**config.mk**
```make
export PLATFORM = sky130hd
export DESIGN_NAME = fixed_point_to_double_convert_flat
export DESIGN_NICKNAME = d
export VERILOG_FILES = /design/src/hdl/fpd_pkg.sv /design/src/hdl/fpd_stream_if.sv /design/src/hdl/fpd_cfg_if.sv /design/src/hdl/fpd_front.sv /design/src/hdl/fpd_lzc.sv /design/src/hdl/fpd_pack.sv /design/src/hdl/fixed_point_to_double_convert.sv /design/src/flat_wrapper.sv
export VERILOG_INCLUDE_DIRS = /design/src /design/src/hdl
export SDC_FILE = /design/constraint.sdc
export NUM_CORES = 1
export LEC_CHECK = 0
export BUFFER_PORTS_ARGS = -buffer_cell sky130_fd_sc_hd__buf_2
export CAP_MARGIN = 0
export CORE_AREA = 2 2 195 197
export DETAILED_ROUTE_END_ITERATION = 10
export DIE_AREA = 0 0 197 199
export HOLD_SLACK_MARGIN = 0.15
export MAX_ROUTING_LAYER = met4
export SKIP_CTS_REPAIR_TIMING = 1
export SYNTH_ARGS = -nofsm -noshare
export SYNTH_HDL_FRONTEND = slang
export SYNTH_SLANG_ARGS = --single-unit
```
**constraint.sdc**
```tcl
create_clock -name clk -period 12.85 [get_ports clk]
set_input_delay 1.9275 -clock clk [delete_from_list [all_inputs] [get_ports clk]]
set_output_delay 1.9275 -clock clk [all_outputs]
set_load 0.02 [all_outputs]
```
**src/hdl/fixed_point_to_double_convert_defines.svh**
```systemverilog
// Assertion macros for the fixed-point to double converter.
// Depends on nothing; included by the top level.
`ifndef FIXED_POINT_TO_DOUBLE_CONVERT_DEFINES_SVH
`define FIXED_POINT_TO_DOUBLE_CONVERT_DEFINES_SVH
`ifndef SYNTHESIS
`define FPD_ASSERT(label, clk_sig, rst_sig, prop, msg) \
  label: assert property (@(posedge clk_sig) disable iff (rst_sig) prop) else $error(msg);
`define FPD_ASSERT_NR(label, clk_sig, prop, msg) \
  label: assert property (@(posedge clk_sig) prop) else $error(msg);
`else
`define FPD_ASSERT(label, clk_sig, rst_sig, prop, msg)
`define FPD_ASSERT_NR(label, clk_sig, prop, msg)
`endif
`endif

```
**src/hdl/fpd_pkg.sv**
```systemverilog
// Shared constants and types for the fixed-point to double converter.
// No dependencies.
`timescale 1ns / 1ps
package fpd_pkg;
  localparam int unsigned MANT_BITS = 52;
  localparam int unsigned EXP_BIAS  = 1023;
  localparam int unsigned CFG_W     = 6;
  localparam int unsigned IDX_W     = 2;
  localparam int unsigned DBL_W     = 64;
  localparam logic [IDX_W-1:0] REG_SIGNED = 2'd0;
  localparam logic [IDX_W-1:0] REG_INT    = 2'd1;
  localparam logic [IDX_W-1:0] REG_FRAC   = 2'd2;
  typedef struct packed {
    logic             signed_format;
    logic [CFG_W-1:0] int_bits;
    logic [CFG_W-1:0] frac_bits;
  } cfg_t;
endpackage

```
**src/hdl/fpd_stream_if.sv**
```systemverilog
// Valid/ready channel with a generic payload.
// No dependencies.
`timescale 1ns / 1ps
interface fpd_stream_if #(parameter int unsigned W = 32);
  logic         valid;
  logic         ready;
  logic [W-1:0] data;
  modport source (output valid, output data, input ready);
  modport sink (input valid, input data, output ready);
endinterface

```
**src/hdl/fpd_cfg_if.sv**
```systemverilog
// Configuration write channel: register index and write data.
// Depends on fpd_pkg.
`timescale 1ns / 1ps
interface fpd_cfg_if import fpd_pkg::*; ();
  logic             valid;
  logic             ready;
  logic [IDX_W-1:0] index;
  logic [63:0]      value;
  modport source (output valid, output index, output value, input ready);
  modport sink (input valid, input index, input value, output ready);
endinterface

```
**src/hdl/fpd_front.sv**
```systemverilog
// Stage 1: mask the word to the format, take the two's complement magnitude.
// Depends on fpd_pkg.
`timescale 1ns / 1ps
module fpd_front import fpd_pkg::*; #(
  parameter int unsigned WORD_BITS = 32
) (
  input  logic                 clk,
  input  logic                 rst,
  input  logic                 advance,
  input  logic                 in_valid,
  input  logic [WORD_BITS-1:0] raw_word,
  input  cfg_t                 cfg,
  output logic                 valid,
  output logic                 neg,
  output logic                 invalid,
  output logic [WORD_BITS-1:0] mag,
  output logic [CFG_W-1:0]     frac_bits
);
  localparam int unsigned SUM_W = CFG_W + 1;
  logic [SUM_W-1:0]     body;
  logic [SUM_W-1:0]     total;
  logic [WORD_BITS:0]   mask;
  logic [WORD_BITS:0]   shifted;
  logic [WORD_BITS-1:0] m;
  logic                 sbit;
  logic                 bad;

  always_comb begin
    body    = SUM_W'(cfg.int_bits) + SUM_W'(cfg.frac_bits);
    total   = body + SUM_W'(cfg.signed_format);
    bad     = total > SUM_W'(WORD_BITS);
    // mask of body ones; body <= WORD_BITS when valid
    mask    = ~((WORD_BITS+1)'({(WORD_BITS+1){1'b1}}) << body);
    m       = raw_word & mask[WORD_BITS-1:0];
    // bit just above the body; zero once the body fills the word
    shifted = {1'b0, raw_word} >> body;
    sbit    = shifted[0];
  end

  always_ff @(posedge clk) begin
    if (rst) begin
      valid <= 1'b0;
    end else if (advance) begin
      valid <= in_valid;
    end
  end

  always_ff @(posedge clk) begin
    if (advance) begin
      neg       <= !bad && cfg.signed_format && sbit && (body < SUM_W'(WORD_BITS));
      invalid   <= bad;
      // 2^body - m; a zero m with sign set at body=width never occurs (sign needs room)
      mag       <= bad ? '0 :
                   (cfg.signed_format && sbit && (body < SUM_W'(WORD_BITS))) ?
                   WORD_BITS'(mask[WORD_BITS-1:0] - m + 1'b1) : m;
      frac_bits <= cfg.frac_bits;
    end
  end
endmodule

```
**src/hdl/fpd_lzc.sv**
```systemverilog
// Stage 2: find the top set bit of the magnitude.
// Depends on fpd_pkg.
`timescale 1ns / 1ps
module fpd_lzc import fpd_pkg::*; #(
  parameter int unsigned WORD_BITS = 32
) (
  input  logic                         clk,
  input  logic                         rst,
  input  logic                         advance,
  input  logic                         in_valid,
  input  logic                         in_neg,
  input  logic                         in_invalid,
  input  logic [WORD_BITS-1:0]         in_mag,
  input  logic [CFG_W-1:0]             in_frac,
  output logic                         valid,
  output logic                         neg,
  output logic                         invalid,
  output logic                         zero,
  output logic [WORD_BITS-1:0]         mag,
  output logic [CFG_W-1:0]             frac_bits,
  output logic [$clog2(WORD_BITS)-1:0] top
);
  localparam int unsigned P_W = $clog2(WORD_BITS);
  logic [P_W-1:0] p;

  always_comb begin
    p = '0;
    for (int i = 0; i < WORD_BITS; i++) begin
      if (in_mag[i]) p = P_W'(i);
    end
  end

  always_ff @(posedge clk) begin
    if (rst) begin
      valid <= 1'b0;
    end else if (advance) begin
      valid <= in_valid;
    end
  end

  always_ff @(posedge clk) begin
    if (advance) begin
      neg       <= in_neg;
      invalid   <= in_invalid;
      zero      <= in_mag == '0;
      mag       <= in_mag;
      frac_bits <= in_frac;
      top       <= p;
    end
  end
endmodule

```
**src/hdl/fpd_pack.sv**
```systemverilog
// Stage 3: normalize the magnitude and assemble the double pattern.
// Depends on fpd_pkg.
`timescale 1ns / 1ps
module fpd_pack import fpd_pkg::*; #(
  parameter int unsigned WORD_BITS = 32
) (
  input  logic                         clk,
  input  logic                         rst,
  input  logic                         advance,
  input  logic                         in_valid,
  input  logic                         in_neg,
  input  logic                         in_invalid,
  input  logic                         in_zero,
  input  logic [WORD_BITS-1:0]         in_mag,
  input  logic [CFG_W-1:0]             in_frac,
  input  logic [$clog2(WORD_BITS)-1:0] in_top,
  output logic                         valid,
  output logic [DBL_W-1:0]             double_bits,
  output logic                         format_invalid
);
  localparam int unsigned SH_W = $clog2(MANT_BITS+1);
  logic [MANT_BITS:0]   norm;
  logic [10:0]          exp_field;
  logic [SH_W-1:0]      sh;

  always_comb begin
    sh        = SH_W'(MANT_BITS) - SH_W'(in_top);
    norm      = (MANT_BITS+1)'(in_mag) << sh;
    exp_field = 11'(EXP_BIAS) + 11'(in_top) - 11'(in_frac);
  end

  always_ff @(posedge clk) begin
    if (rst) begin
      valid <= 1'b0;
    end else if (advance) begin
      valid <= in_valid;
    end
  end

  always_ff @(posedge clk) begin
    if (advance) begin
      format_invalid <= in_invalid;
      double_bits    <= (in_invalid || in_zero) ? '0 :
                        {in_neg, exp_field, norm[MANT_BITS-1:0]};
    end
  end
endmodule

```
**src/hdl/fixed_point_to_double_convert.sv**
```systemverilog
// Fixed-point to IEEE 754 double converter, top level.
// Depends on fpd_pkg, fpd_stream_if, fpd_cfg_if, fpd_front, fpd_lzc, fpd_pack.
//
// Usage:
//   in  : raw_word words arrive on a valid/ready sink channel.
//   out : {format_invalid, double_bits} leave on a valid/ready source channel,
//         double_bits in the low 64 bits of the payload.
//   cfg : register writes (0 signed_format, 1 int_bits, 2 frac_bits); write
//         only while the pipe is empty. Other indexes are dropped.
// The pipe takes one word per cycle while the output is not stalled. The
// three stages are mask/negate, top-bit search, then normalize shift and
// pack, each registered, from input transfer to output valid.
// Reset clears the stage valid bits and loads the format: signed, 19
// integer bits, 12 fraction bits.
// When the receiver stalls, all stages hold together (ready falls as soon
// as the last stage is full and blocked), so nothing drops or repeats.
// Too wide a format yields zero with format_invalid set.
`timescale 1ns / 1ps
`include "fixed_point_to_double_convert_defines.svh"
module fixed_point_to_double_convert import fpd_pkg::*; #(
  parameter int unsigned WORD_BITS = 32
) (
  input  logic             clk,
  input  logic             rst,
  fpd_stream_if.sink       in_ch,
  fpd_stream_if.source     out_ch,
  fpd_cfg_if.sink          cfg_ch
);
  cfg_t cfg;
  logic advance;

  logic                         s1_valid, s1_neg, s1_invalid;
  logic [WORD_BITS-1:0]         s1_mag;
  logic [CFG_W-1:0]             s1_frac;
  logic                         s2_valid, s2_neg, s2_invalid, s2_zero;
  logic [WORD_BITS-1:0]         s2_mag;
  logic [CFG_W-1:0]             s2_frac;
  logic [$clog2(WORD_BITS)-1:0] s2_top;
  logic                         s3_valid, s3_invalid;
  logic [DBL_W-1:0]             s3_bits;

  // advance the whole pipe unless the output holds an untaken result
  assign advance      = !s3_valid || out_ch.ready;
  assign in_ch.ready  = advance;
  assign cfg_ch.ready = 1'b1;
  assign out_ch.valid = s3_valid;
  assign out_ch.data  = {s3_invalid, s3_bits};

  always_ff @(posedge clk) begin
    if (rst) begin
      cfg <= '{signed_format: 1'b1, int_bits: 6'd19, frac_bits: 6'd12};
    end else if (cfg_ch.valid) begin
      unique case (cfg_ch.index)
        REG_SIGNED: cfg.signed_format <= cfg_ch.value[0];
        REG_INT:    cfg.int_bits      <= cfg_ch.value[CFG_W-1:0];
        REG_FRAC:   cfg.frac_bits     <= cfg_ch.value[CFG_W-1:0];
        default: ;
      endcase
    end
  end

  fpd_front #(.WORD_BITS(WORD_BITS)) u_front (
    .clk, .rst, .advance,
    .in_valid(in_ch.valid), .raw_word(in_ch.data[WORD_BITS-1:0]), .cfg,
    .valid(s1_valid), .neg(s1_neg), .invalid(s1_invalid), .mag(s1_mag),
    .frac_bits(s1_frac)
  );

  fpd_lzc #(.WORD_BITS(WORD_BITS)) u_lzc (
    .clk, .rst, .advance,
    .in_valid(s1_valid), .in_neg(s1_neg), .in_invalid(s1_invalid),
    .in_mag(s1_mag), .in_frac(s1_frac),
    .valid(s2_valid), .neg(s2_neg), .invalid(s2_invalid), .zero(s2_zero),
    .mag(s2_mag), .frac_bits(s2_frac), .top(s2_top)
  );

  fpd_pack #(.WORD_BITS(WORD_BITS)) u_pack (
    .clk, .rst, .advance,
    .in_valid(s2_valid), .in_neg(s2_neg), .in_invalid(s2_invalid),
    .in_zero(s2_zero), .in_mag(s2_mag), .in_frac(s2_frac), .in_top(s2_top),
    .valid(s3_valid), .double_bits(s3_bits), .format_invalid(s3_invalid)
  );

  `FPD_ASSERT(a_invalid_zero, clk, rst, out_ch.valid && out_ch.data[DBL_W] |-> out_ch.data[DBL_W-1:0] == '0, "invalid result not zero")
  `FPD_ASSERT(a_hold, clk, rst, s3_valid && !out_ch.ready |=> s3_valid && $stable(s3_bits), "stalled result changed")
  `FPD_ASSERT(a_top_set, clk, rst, s2_valid && !s2_zero |-> s2_mag[s2_top], "top bit not set")
endmodule

```
**src/flat_wrapper.sv**
```systemverilog
// flat-port wrapper written by rule: the top's interface ports become plain ports
module fixed_point_to_double_convert_flat import fpd_pkg::*;
#(
  parameter int unsigned WORD_BITS = 32
)
  (clk, rst, in_ch_valid, in_ch_data, in_ch_ready, out_ch_valid, out_ch_data, out_ch_ready, cfg_ch_valid, cfg_ch_index, cfg_ch_value, cfg_ch_ready);
  fpd_stream_if #(.W(32)) in_ch_i ();
  fpd_stream_if #(.W(65)) out_ch_i ();
  fpd_cfg_if cfg_ch_i ();
  input  logic clk;
  input  logic rst;
  input wire logic [$bits(in_ch_i.valid)-1:0] in_ch_valid;
  input wire logic [$bits(in_ch_i.data)-1:0] in_ch_data;
  output wire logic [$bits(in_ch_i.ready)-1:0] in_ch_ready;
  output wire logic [$bits(out_ch_i.valid)-1:0] out_ch_valid;
  output wire logic [$bits(out_ch_i.data)-1:0] out_ch_data;
  input wire logic [$bits(out_ch_i.ready)-1:0] out_ch_ready;
  input wire logic [$bits(cfg_ch_i.valid)-1:0] cfg_ch_valid;
  input wire logic [$bits(cfg_ch_i.index)-1:0] cfg_ch_index;
  input wire logic [$bits(cfg_ch_i.value)-1:0] cfg_ch_value;
  output wire logic [$bits(cfg_ch_i.ready)-1:0] cfg_ch_ready;
  assign in_ch_i.valid = in_ch_valid;
  assign in_ch_i.data = in_ch_data;
  assign in_ch_ready = in_ch_i.ready;
  assign out_ch_valid = out_ch_i.valid;
  assign out_ch_data = out_ch_i.data;
  assign out_ch_i.ready = out_ch_ready;
  assign cfg_ch_i.valid = cfg_ch_valid;
  assign cfg_ch_i.index = cfg_ch_index;
  assign cfg_ch_i.value = cfg_ch_value;
  assign cfg_ch_ready = cfg_ch_i.ready;
  fixed_point_to_double_convert #(.WORD_BITS(WORD_BITS)) u_core (.clk(clk), .rst(rst), .in_ch(in_ch_i), .out_ch(out_ch_i), .cfg_ch(cfg_ch_i));
endmodule
```
# ---- Yosys cells after proc, flatten, opt, wreduce, memory -nomap -nowiden
# Cells that the tools add are included.
dict set report op_classes {
  shifts 3
  bitwise_logic 2
  n_reduce_logical 18
  muxes 31
  addsub 7
  n_lt_le_gt_ge 2
  n_eq_ne 2
}
# cell count
set ops {}
lappend ops {{$mux 5} 14}
lappend ops {{$shl 32x6->52} 1}
lappend ops {{$shl 33x7->32 const A} 1}
lappend ops {{$add 32x1->32 const B} 1}
lappend ops {{$and 32x32->32} 1}
lappend ops {{$logic_not 32->1} 1}
lappend ops {{$mux 32} 1}
lappend ops {{$mux 4} 8}
lappend ops {{$not 32->32} 1}
lappend ops {{$shr 32x7->1} 1}
lappend ops {{$sub 32x32->32} 1}
lappend ops {{$reduce_or 16->1} 1}
lappend ops {{$mux 3} 4}
lappend ops {{$add 10x5->11 const A} 1}
lappend ops {{$sub 11x6->11} 1}
lappend ops {{$reduce_or 8->1} 1}
lappend ops {{$add 6x6->7} 1}
lappend ops {{$add 7x1->7} 1}
lappend ops {{$gt 7x6->1 const B} 1}
lappend ops {{$lt 7x6->1 const B} 1}
lappend ops {{$reduce_and 2->1} 3}
lappend ops {{$sub 6x5->6 const A} 1}
lappend ops {{$logic_and 1x1->1} 5}
lappend ops {{$mux 2} 2}
lappend ops {{8 further kinds} 11}
dict set report totals {
  register_bits 167
  elab_cells 87
  inputBits 103
  output_inout_bits 68
}

# ---- Logic depth before layout (Yosys ltp)
dict set report depth {
  ltp_word 30
  mapped_depth 22
  depth_no_buf 22
}

# ---- By module
# Synthesis repeated with hierarchy kept, for this count alone.
dict set report unflattened {
  hier_cells 1205
  area_unflattened_um2 12321.8
}
# mod seq_area_each_um2 n_inst area_per_inst_um2 cells_each
set by_module_without_submodules {}
lappend by_module_without_submodules {fpd_pack 1971.9 1 5296.3 472}
lappend by_module_without_submodules {fpd_front 1221.2 1 4626.9 559}
lappend by_module_without_submodules {fpd_lzc 1401.3 1 1803.0 113}
lappend by_module_without_submodules {fixed_point_to_double_convert 260.2 1 595.6 61}

# ---- Least setup slack after synthesis
# OpenSTA, ideal clock, no wires.
dict set report synth_path {
  path_kind {input-to-output}
  startpoint {in out_ch_ready}
  endpoint {out in_ch_ready}
  arrival_ns 5.787
  path_buffers 0
  t_required_ns 10.922
  stages 1
  path_slack_ns 5.135
  cell_sequence {nand2b_1}
}
dict set report synth_via {
  elab_chain_len 1
}
# item line
set synth_lines {}
lappend synth_lines {{start: declaration} flat_wrapper.sv:17} ;# input wire logic [$bits(out_ch_i.ready)-1:0] out_ch_ready;
lappend synth_lines {{$logic_or 1x1->1} fixed_point_to_double_convert.sv:43} ;# assign advance = !s3_valid || out_ch.ready;
lappend synth_lines {{end: declaration} flat_wrapper.sv:14} ;# output wire logic [$bits(in_ch_i.ready)-1:0] in_ch_ready;
# No other way between the ends.

# ---- Worst setup path after layout
dict set report layout_path {
  startpoint {reg u_core.cfg[0] (netlist name)}
  endpoint {reg u_core.u_front.mag[27] (data pin)}
}
dict set report layout_via {
  elab_chain_len 7
  elab_cells_between_ends 13
  cone_classes {add/sub (4); order compare (2); shift (2); mux (1); bitwise (2); reduce/logical (2)}
}
# item line
set layout_lines {}
lappend layout_lines {{$add 6x6->7 *} fpd_front.sv:29} ;# body = SUM_W'(cfg.int_bits) + SUM_W'(cfg.frac_bits);
lappend layout_lines {{$shl 33x7->32} fpd_front.sv:33} ;# mask = ~((WORD_BITS+1)'({(WORD_BITS+1){1'b1}}) << body);
lappend layout_lines {{$not 32->32} fpd_front.sv:33}
lappend layout_lines {{$and 32x32->32} fpd_front.sv:34} ;# m = raw_word & mask[WORD_BITS-1:0];
lappend layout_lines {{$sub 32x32->32} fpd_front.sv:55} ;# WORD_BITS'(mask[WORD_BITS-1:0] - m + 1'b1) : m;
lappend layout_lines {{$add 32x1->32} fpd_front.sv:55}
lappend layout_lines {{$mux 32} fpd_front.sv:54} ;# (cfg.signed_format && sbit && (body < SUM_W'(WORD_BITS))) ?
lappend layout_lines {{end signal: assignment} fpd_front.sv:53} ;# mag <= bad ? '0 :
lappend layout_lines {{end: declaration} fpd_front.sv:16} ;# output logic [WORD_BITS-1:0] mag,
# Mark *: on every way between the ends. The rest lies on a longest branch, timed or not.
# A chain may end at the register's enable or synchronous reset.

==> impl_metrics.tcl <==
set metrics [dict create \
    p_sw_uw 1490 \
    cp_slowest_stage_delay_ns 0.70 \
    min_period_ns 6.12 \
    path_class "flip-flop to flip-flop" \
    hp-class "flip-flop to flip-flop" \
    cts_root_buf "clkbuf_16" \
    ant_nets 0 \
    grt_overflow 0 \
    maxCapViolCount 0 \
    p_int_uw 1790 \
    routed_wirelength_mm 27.1 \
    p_seq_share_pct 28.7 \
    arrival_ns 6.37 \
    dp_cells 1696 \
    final_common_cell "edfxtp_1" \
    antenna_cells 0 \
    synth-main-ff-cell "edfxtp_1" \
    syn_inst 1137 \
    cts_tree "done" \
    finalNonFillerCells 1728 \
    synth_edf_count 151 \
    layout_common_cells "edfxtp_1 (151), nor2_1 (140), nand2_1 (124)" \
    drive_gt1_share_pct 17.5 \
    cts_made_buffers 17 \
    drt_iter0_drc 599 \
    insertion_delay_ns 0.44 \
    vias_per_cell 5.02 \
    path_cells "ha_1, fa_1, a211oi_2, o21bai_1, a21oi_1, and2_1, nand2_1, nor3_1, or2_2, inv_1, ha_1, o211ai_1, a21oi_1, o21ai_0, o22a_1, o21ai_0, a21boi_0, xnor2_1, nand2_1, a21oi_1" \
    max_freq_mhz 163 \
    power_frac_clock_pct 15.5 \
    ys_types 69 \
    finalSetupViolCount 0 \
    boundaryPins 171 \
    clk_pin_slew_ns 0.08 \
    crit_top_cell "a21oi_1" \
    dpl-instance-area_um2 12100 \
    hold_violations 0 \
    clkSinkCount 167 \
    cp-end-kind "flip-flop" \
    combPwrFrac_pct 55.9 \
    yosysWarnings 0 \
    wl_per_cell_um 15.7 \
    slowest_stage "o21ai_0" \
    fin_crit_sh_pct 47.6 \
    finClkSkew_ns 0.0118 \
    synth_area_leaders "edfxtp_1 (41%), a21oi_1 (5.5%), ha_1 (5.0%), nor2_1 (4.8%), mux2i_1 (4.8%)" \
    vias 8669 \
    rsz0062_at_grt "no" \
    final_nets 1391 \
    numPortBuffers 111 \
    grt_max_degree 86 \
    cts_buffer_depth 2 \
    coreArea_um2 37100 \
    ctsHtreeMaxLevel 4 \
    gp_congestion 0.901 \
    max_slew_margin_pct 14.8 \
    totalPowerFinal_uw 3280 \
    max-vdd-ir-drop_mv 0.134 \
    dieHeight_um 199 \
    areaGrowthSynthToFinish_pct 15.5 \
    async_reset_ff_share_pct 0 \
    slew_violations 0 \
    power.leakage_uw 0.00540 \
    yosys_register_bits 167 \
    ys_seq_area_share_pct 44.3 \
    cp_max_fo 11 \
    rrSetupSlack_ns 6.73 \
    status "complete, no violations" \
    yosysTopAreaCell "edfxtp_1" \
    initial_core_util_pct 29.5 \
    num_rows 71 \
    tightest_slew_ns 1.27 \
    drc 0 \
    avgSynthCellArea_um2 9.63 \
    die_area_um2 39200 \
    setup-tns-final_ns 0 \
    grt_pass1_wl_mm 43.2 \
    netlist_area_um2 11000 \
    grt_pass1_vias 7997 \
    grtUsageTotal_pct 14.3 \
    fp.dieW_um 197 \
    antenna_found_initial 0 \
    startpoint_type "flip-flop" \
    post-route-cell-area_um2 12600 \
    p_sw_share_pct 45.5 \
    drt_first_pass_iters 7 \
    crit_required_ns 13.10 \
    power_density_nw_per_um2 260 \
    synth_top_cell_area_share_pct 41.4 \
    dp_hpwl_mm 20.8 \
]
==> layer usage <==
layer / vias up / global-route usage [%] / part of all wire [%]
li1: 4342 / - / -
met4: 0 / 4.29 / 1.5
met5: - / - / 0
met2: 230 / 22.1 / 45
met1: 4070 / 19.7 / 49
met3: 27 / 1.83 / 4.6
==> path summary, 6_finish.rpt <==
kind                                    startpoint                endpoint  cells past startpoint
worst min register to register  u_core.u_front.neg        u_core.u_lzc.neg                      0
worst max register to register       u_core.cfg[0]  u_core.u_front.mag[27]                     20
worst min-delay path            u_core.u_front.neg        u_core.u_lzc.neg                      0
worst max-delay path                 u_core.cfg[0]  u_core.u_front.mag[27]                     20
==> power by group through the flow <==
stage,combinational [uW],sequential [uW],clock [uW]
2_1_floorplan,1300,994,0
3_3_place_gp,1810,949,0
3_5_place_dp,1820,956,0
4_1_cts,1820,944,520
5_1_grt,2030,967,543
6_report,1830,942,507
==> state kept, by name, summed over array words and instances, names as in the netlist, 5 cells and up <==
signal and count:
u_core.u_pack.double_bits 64, u_core.u_lzc.top 5, u_core.cfg 13, u_core.u_front.frac_bits 6, u_core.u_front.mag 32, u_core.u_lzc.mag 32, u_core.u_lzc.frac_bits 6
==> logic make-up after synthesis <==
group / after synthesis / share of synthesized area [%]
AO/OA/AOI/OAI: 271 / 15.1
XOR/XNOR: 37 / 3.10
adder cells (fa/ha/maj): 47 / 5.58
buffers and inverters: 105 / 3.88
flip-flops: 167 / 44.3
multiplexers: 79 / 9.59
other: 2 / 0.0686
AND/OR/NAND/NOR: 429 / 18.3
==> cell type report <==
type | instances | area (um2)
clock buffer | 18 | 439
clock inverter | 14 | 150
fill | 3828 | 24500
inverter | 56 | 210
multi-input combinational | 874 | 5740
sequential | 167 | 4850
tap | 474 | 593
timing repair buffer | 125 | 661
==> critical path, delay by kind of cell, from the launching register on <==
| family | cells | cell delay, ns |
|---|---|---|
| AND/OR/NAND/NOR | 5 | 1.31 |
| adder cells (fa/ha/maj) | 3 | 1.04 |
| buffers and inverters | 1 | 0.04 |
| flip-flops | 1 | 0.34 |
| AO/OA/AOI/OAI | 10 | 2.96 |
| XOR/XNOR | 1 | 0.21 |
==> through the flow <==
stage | util [%] | hold WS (ns) | setup slack, ns
final | 34.1 | 0.423 | 6.73
after detailed placement | 32.5 | 0.408 | 6.84
after global routing | 34.1 | 0.433 | 6.25
after floorplan | - | 0.400 | 5.14
after global placement | 32.5 | 0.406 | 6.76
after CTS | 34.1 | 0.425 | 6.79
==> cell usage after synthesis (all sizes together), types with 17 or more instances <==
master  number
a21oi      120
a22oi       22
clkbuf      35
edfxtp     151
ha          44
inv         56
mux2i       52
mux4        20
nand2      125
nand2b      17
nand3       24
nand3b      17
nor2       142
nor3        23
o21ai       45
or2         21
xnor2       26
Power figures use the tool's default switching activity.
